$ cat src/sv/mbet_pkg.sv
// Shared types, constants and the microcode program of the escape-time unit.
package mbet_pkg;

  localparam int FRAC_BITS = 22;
  localparam int WORD_W = 32;
  localparam int COUNT_W = 16;
  localparam int STEP_W = 3;

  localparam logic [WORD_W-1:0] ESCAPE_LIMIT = WORD_W'(4) << FRAC_BITS;
  localparam logic [COUNT_W-1:0] MAX_ITER_RESET = COUNT_W'(100);

  // datapath operations
  localparam logic [2:0] OP_NOP  = 3'd0;
  localparam logic [2:0] OP_LOAD = 3'd1;
  localparam logic [2:0] OP_MXX  = 3'd2;
  localparam logic [2:0] OP_MYY  = 3'd3;
  localparam logic [2:0] OP_MXY  = 3'd4;
  localparam logic [2:0] OP_UPD  = 3'd5;
  localparam logic [2:0] OP_EMIT = 3'd6;

  // jump conditions
  localparam logic [1:0] COND_ALWAYS   = 2'd0;
  localparam logic [1:0] COND_START    = 2'd1;
  localparam logic [1:0] COND_GO       = 2'd2;
  localparam logic [1:0] COND_OUT_FREE = 2'd3;

  // program addresses
  localparam logic [STEP_W-1:0] STEP_IDLE = 3'd0;
  localparam logic [STEP_W-1:0] STEP_MXX  = 3'd1;
  localparam logic [STEP_W-1:0] STEP_MYY  = 3'd2;
  localparam logic [STEP_W-1:0] STEP_MXY  = 3'd3;
  localparam logic [STEP_W-1:0] STEP_UPD  = 3'd4;
  localparam logic [STEP_W-1:0] STEP_EMIT = 3'd5;

  typedef struct packed {
    logic [2:0]        op;
    logic              gated;    // op runs only when the condition holds
    logic [1:0]        cond;
    logic [STEP_W-1:0] target;   // taken when the condition holds
    logic              advance;  // otherwise step on (1) or hold (0)
  } uword_t;

  typedef struct packed {
    logic [2:0] op;
    logic       exec;
    logic       idle;
  } ctrl_t;

  typedef struct packed {
    logic start;
    logic go;
    logic out_free;
  } status_t;

  function automatic uword_t ucode(input logic [STEP_W-1:0] step);
    uword_t w;
    case (step)
      STEP_IDLE: w = '{op: OP_LOAD, gated: 1'b1, cond: COND_START,
                       target: STEP_MXX, advance: 1'b0};
      STEP_MXX:  w = '{op: OP_MXX, gated: 1'b0, cond: COND_ALWAYS,
                       target: STEP_MYY, advance: 1'b0};
      STEP_MYY:  w = '{op: OP_MYY, gated: 1'b0, cond: COND_ALWAYS,
                       target: STEP_MXY, advance: 1'b0};
      STEP_MXY:  w = '{op: OP_MXY, gated: 1'b0, cond: COND_ALWAYS,
                       target: STEP_UPD, advance: 1'b0};
      STEP_UPD:  w = '{op: OP_UPD, gated: 1'b0, cond: COND_GO,
                       target: STEP_MXX, advance: 1'b1};
      STEP_EMIT: w = '{op: OP_EMIT, gated: 1'b1, cond: COND_OUT_FREE,
                       target: STEP_IDLE, advance: 1'b0};
      default:   w = '{op: OP_NOP, gated: 1'b0, cond: COND_ALWAYS,
                       target: STEP_IDLE, advance: 1'b0};
    endcase
    return w;
  endfunction

endpackage

$ cat src/sv/mbet_seq.sv
// Microcode sequencer: step counter, control store lookup and conditional jumps.
module mbet_seq (
  input  logic             clk,
  input  logic             rst,
  input  mbet_pkg::status_t status,
  output mbet_pkg::ctrl_t   ctrl
);

  logic [mbet_pkg::STEP_W-1:0] pc;
  logic [mbet_pkg::STEP_W-1:0] pc_next;
  mbet_pkg::uword_t            uw;
  logic                        cond_true;

  assign uw = mbet_pkg::ucode(pc);

  always_comb begin
    case (uw.cond)
      mbet_pkg::COND_ALWAYS:   cond_true = 1'b1;
      mbet_pkg::COND_START:    cond_true = status.start;
      mbet_pkg::COND_GO:       cond_true = status.go;
      mbet_pkg::COND_OUT_FREE: cond_true = status.out_free;
      default:                 cond_true = 1'b0;
    endcase
  end

  always_comb begin
    if (cond_true) begin
      pc_next = uw.target;
    end else if (uw.advance) begin
      pc_next = pc + mbet_pkg::STEP_W'(1);
    end else begin
      pc_next = pc;
    end
  end

  always_ff @(posedge clk) begin
    if (rst) begin
      pc <= mbet_pkg::STEP_IDLE;
    end else begin
      pc <= pc_next;
    end
  end

  assign ctrl.op   = uw.op;
  assign ctrl.exec = cond_true || !uw.gated;
  assign ctrl.idle = (pc == mbet_pkg::STEP_IDLE);

endmodule

$ cat src/sv/mbet_datapath.sv
// Datapath: shared multiplier, z and c registers, counter, limit and output register.
module mbet_datapath (
  input  logic                                clk,
  input  logic                                rst,
  input  mbet_pkg::ctrl_t                     ctrl,
  input  logic signed [mbet_pkg::WORD_W-1:0]  point_re,
  input  logic signed [mbet_pkg::WORD_W-1:0]  point_im,
  input  logic                                cfg_write,
  input  logic [mbet_pkg::COUNT_W-1:0]        cfg_data,
  input  logic                                out_stall,
  output logic                                out_valid,
  output logic [mbet_pkg::COUNT_W-1:0]        iteration_count,
  output logic                                go,
  output logic                                out_free
);

  localparam int W = mbet_pkg::WORD_W;
  localparam int CW = mbet_pkg::COUNT_W;
  localparam int FB = mbet_pkg::FRAC_BITS;

  logic [W-1:0]        x, y, cx, cy, xx, yy, xy;
  logic [CW-1:0]       count;
  logic [CW-1:0]       max_iterations;
  logic [W-1:0]        mul_a, mul_b;
  logic signed [2*W-1:0] product;
  logic [W-1:0]        mul_q;
  logic [W-1:0]        mag;
  logic [CW:0]         count_inc;

  // one multiplier, operands picked by the current step
  assign mul_a = (ctrl.op == mbet_pkg::OP_MYY) ? y : x;
  assign mul_b = (ctrl.op == mbet_pkg::OP_MXX) ? x : y;
  assign product = $signed(mul_a) * $signed(mul_b);
  assign mul_q = product[FB+W-1:FB];

  assign mag = xx + yy;
  assign count_inc = {1'b0, count} + (CW+1)'(1);
  assign go = ($signed(mag) < $signed(mbet_pkg::ESCAPE_LIMIT))
           && (count_inc < {1'b0, max_iterations});
  assign out_free = !out_valid || !out_stall;

  always_ff @(posedge clk) begin
    if (ctrl.exec) begin
      case (ctrl.op)
        mbet_pkg::OP_LOAD: begin
          x     <= point_re;
          y     <= point_im;
          cx    <= point_re;
          cy    <= point_im;
          count <= '0;
        end
        mbet_pkg::OP_MXX: xx <= mul_q;
        mbet_pkg::OP_MYY: yy <= mul_q;
        mbet_pkg::OP_MXY: xy <= mul_q;
        mbet_pkg::OP_UPD: begin
          x     <= xx - yy + cx;
          y     <= {xy[W-2:0], 1'b0} + cy;
          count <= count_inc[CW-1:0];
        end
        mbet_pkg::OP_EMIT: iteration_count <= count;
        default: ;
      endcase
    end
  end

  always_ff @(posedge clk) begin
    if (rst) begin
      out_valid      <= 1'b0;
      max_iterations <= mbet_pkg::MAX_ITER_RESET;
    end else begin
      if (cfg_write) begin
        max_iterations <= cfg_data;
      end
      if (ctrl.exec && ctrl.op == mbet_pkg::OP_EMIT) begin
        out_valid <= 1'b1;
      end else if (!out_stall) begin
        out_valid <= 1'b0;
      end
    end
  end

endmodule

$ cat src/sv/mandelbrot_escape_time_q22_unit.sv
// Escape-time counter: z = z*z + c from z = c, counts passes until escape or limit.
// Each pass runs three products through the one shared multiplier plus one update
// step of the microcode program; an emit step then moves the count into the output
// register, waiting while that holds a stalled result. A new item waits until idle.
// The next item is taken while the previous result waits in the output register.
// Reset (rst, synchronous): sequencer to idle, output empty, max_iterations = 100.
module mandelbrot_escape_time_q22_unit (
  input  logic                                clk,
  input  logic                                rst,
  input  logic                                in_valid,
  output logic                                in_stall,
  input  logic signed [mbet_pkg::WORD_W-1:0]  point_re,
  input  logic signed [mbet_pkg::WORD_W-1:0]  point_im,
  output logic                                out_valid,
  input  logic                                out_stall,
  output logic [mbet_pkg::COUNT_W-1:0]        iteration_count,
  input  logic                                cfg_write,
  input  logic [mbet_pkg::COUNT_W-1:0]        cfg_data
);

  mbet_pkg::ctrl_t   ctrl;
  mbet_pkg::status_t status;
  logic              go;
  logic              out_free;

  assign status.start    = in_valid;
  assign status.go       = go;
  assign status.out_free = out_free;
  assign in_stall        = !ctrl.idle;

  mbet_seq u_seq (
    .clk    (clk),
    .rst    (rst),
    .status (status),
    .ctrl   (ctrl)
  );

  mbet_datapath u_dp (
    .clk             (clk),
    .rst             (rst),
    .ctrl            (ctrl),
    .point_re        (point_re),
    .point_im        (point_im),
    .cfg_write       (cfg_write),
    .cfg_data        (cfg_data),
    .out_stall       (out_stall),
    .out_valid       (out_valid),
    .iteration_count (iteration_count),
    .go              (go),
    .out_free        (out_free)
  );

endmodule

$ cat config.mk
export PLATFORM = sky130hd
export DESIGN_NAME = mandelbrot_escape_time_q22_unit
export DESIGN_NICKNAME = d
export VERILOG_FILES = /design/src/sv/mbet_pkg.sv /design/src/sv/mbet_seq.sv /design/src/sv/mbet_datapath.sv /design/src/sv/mandelbrot_escape_time_q22_unit.sv
export SDC_FILE = /design/constraint.sdc
export NUM_CORES = 2
export LEC_CHECK = 0
export CORE_MARGIN = 2
export CORE_UTILIZATION = 60
export DETAILED_ROUTE_END_ITERATION = 16
export DONT_BUFFER_PORTS = 1
export HOLD_SLACK_MARGIN = 0.12
export PLACE_DENSITY_LB_ADDON = 0.1
export RECOVER_POWER = 100
export SLEW_MARGIN = 5
export SYNTH_ARGS = -nofsm -noshare
export SYNTH_HDL_FRONTEND = slang
export SYNTH_SLANG_ARGS = --single-unit
export TNS_END_PERCENT = 10
$ cat constraint.sdc
create_clock -name clk -period 26.8 [get_ports clk]
set_clock_uncertainty 0.2 [all_clocks]
set_input_delay 6.7 -clock clk [delete_from_list [all_inputs] [get_ports clk]]
set_output_delay 6.7 -clock clk [all_outputs]
set_load 0.005 [all_outputs]
==> results.cfg <==
[finish]
stdcell_area_um2 = 49690
area_growth_pct = 4.930
layout.nets = 6233
drive_gt1_share_pct = 4.883

[critical_path]
cp-start-kind = flop
cp_slowest_cell = clkbuf_1
worstReg2RegStart = u_seq.pc[2]
crit_type = reg -> reg
crit_path_max_incr_delay_ps = 2520
cp_max_fo = 45
crit_required_ps = 26910
reg2reg_slack_ps = 12050
end_kind = flop
arrival_ps = 14860
critPathLaunch = u_seq.pc[2]

[global_routing]
antenna_found_initial = 3
grt_pass1_vias = 36150
grt_pass1_wl_um = 215200
grt_use_total_pct = 35.51
grt_max_degree = 80
grt-ovfl-total = 0

[yosys]
synth.cell_area_um2 = 47360
synth_cells = 4915
synth_area_leader_cell = fa_1
synth_top_area_share_pct = 41.55
ys_seq_area_share_pct = 17.01
ys_types = 77
synth-seq-cells = 275
synth_edf_count = 255
synth.most_common_cell = inv_1
synthTopCellsByCount = 1,140 x inv_1, 983 x fa_1, 604 x nor2_1
syn_avg_cell_area_um2 = 9.636
synth-main-ff-cell = edfxtp_1
synth_area_leaders = fa_1 42%, edfxtp_1 16%, inv_1 9.0%
syn-num-nets = 6296
yosysWarningCount = 0
synth_async_sr_flop_share_pct = 0

[die]
io_pins = 103
num_rows = 103
die_y_um = 285.0
start_util_pct = 60.24
die_x_um = 285.0
die_area_um2 = 81200
core_um2 = 78610

[routing]
ant_nets = 0
drc = 0
drt-total-wl_um = 138900
dr.pass1.iters = 6
vias_per_cell = 5.781
drt_first_iter_violations = 2826
post_drt_wl_per_cell_um = 23.43
vias = 34260

[placement]
dpl_cell_area_um2 = 48840
place.gp.congestion = 0.9538
hpwl_um = 111400
io_buffers = 0

[cts]
ctsResizeCount = 0
cts_max_level = 1
cts-root-buf = clkbuf_16
clkLatencyLatePin_ps = 580
cts_made_buffers = 28
ctsHoldBuffers = 0
cts.sinks = 275
clkSlewWorstSetupHoldPaths_ps = 70
cts_tree = done
clockBufferDepth = 3
postCtsSetupRepairBufs = 0

[outcome]
violations = capacitance limit, slew limit
status = finished, violations left

[sta]
slew_violations = 303
relSlewSlack_pct = -201.8
period_needed_ps = 14750
finalHoldViolCount = 0
fin_crit_sh_pct = 55.05
fin_tns_setup_ps = 0
rsz0062_at_grt = false
setup_viol = 0
worst_pin_slew_ps = 4527
timing.hold.ws_ps = 292.8
fmax_mhz = 67.78

[job]
cap_violations = 7

[worst_hold_path]
hold_path.class = reg -> reg
hp-start = u_dp.max_iterations[2]
==> cell families (layout without fill, tap and decap cells) <==
group | Yosys count | in the layout | share of synthesized area [%]
buffers and inverters | 1312 | 1271 | 10.46
other | 0 | 2 | 0
multiplexers | 146 | 146 | 3.265
XOR/XNOR | 133 | 133 | 2.460
AND/OR/NAND/NOR | 1354 | 1354 | 11.63
adder cells (fa/ha/maj) | 1296 | 1296 | 49.82
AO/OA/AOI/OAI | 399 | 399 | 5.350
flip-flops | 275 | 275 | 17.01
==> registers in the layout (all words and copies together), names as in the netlist <==
register,flops
u_dp.count,16
u_dp.x,32
u_dp.max_iterations,16
u_dp.xx,32
u_dp.y,32
u_seq.pc,3
u_dp.out_valid,1
u_dp.cx,32
u_dp.xy,31
u_dp.yy,32
u_dp.iteration_count,16
u_dp.cy,32
==> layout by cell type (no fill, tap or decap), types with 11 or more instances in the layout <==
cell       count
nor3_1        15
inv_1       1140
nor2b_1       18
ha_1         313
a21oi_1      113
clkbuf_16     28
edfxtp_1     255
nand3_1       30
and2_1        18
nand2_1      579
o211ai_1      11
buf_4         69
clkbuf_1      12
a21o_1        50
o21bai_1      15
xor2_1        54
and3_1        15
o21ai_0      101
fa_1         983
mux2i_1       38
xnor2_1       79
nand2b_1      12
dfxtp_1       20
mux2_2        67
or3_1         13
nor2_1       604
mux2i_2       36
a211oi_1      12
nand4_1       14
==> worst max-delay path: cells and delay by family, from the launching register on <==
family	cells	cell delay [ps]
fa+ha+maj	10	4530
buf+inv	11	3830
flops	1	540
mux	1	1070
compound gates	9	2210
simple gates	4	2010
==> per-layer routing <==
layer	wire length (µm)	GRT usage, %	vias up
met5	44	0	-
met4	8375	17.03	6
met3	13020	7.848	440
met2	64660	57.22	1589
met1	52770	46.00	17480
li1	-	-	14740
==> path summary, 6_finish.rpt <==
check                           end  cells after the start
max                     u_dp.xx[10]                     35
min          u_dp.max_iterations[2]                      2
max reg2reg             u_dp.xx[10]                     35
min reg2reg  u_dp.max_iterations[2]                      2
==> metrics by stage <==
stage | worst slack [ps] | utilization (%) | instances
2_1_floorplan | 12960 | - | 4915
3_3_place_gp | 15780 | 62.13 | 5872
3_5_place_dp | 15550 | 62.13 | 5872
4_1_cts | 15460 | 63.29 | 5924
5_1_grt | 11480 | 63.21 | 5924
6_report | 12050 | 63.21 | 5926
==> layout make-up <==
class                   count  area (µm²)
inverters                1141        4283
fillers                  6633       28920
repair buffers             78       551.8
multi-input cells        3328       34570
clock buffers              31       711.9
flip-flops and latches    275        8058
well taps                1050        1314
clock inverters            21       198.9
diodes                      2       5.005
Power is left out: the tool's default activity adds up to more than one toggle a clock period on the data nets, which glitch-free logic cannot reach.
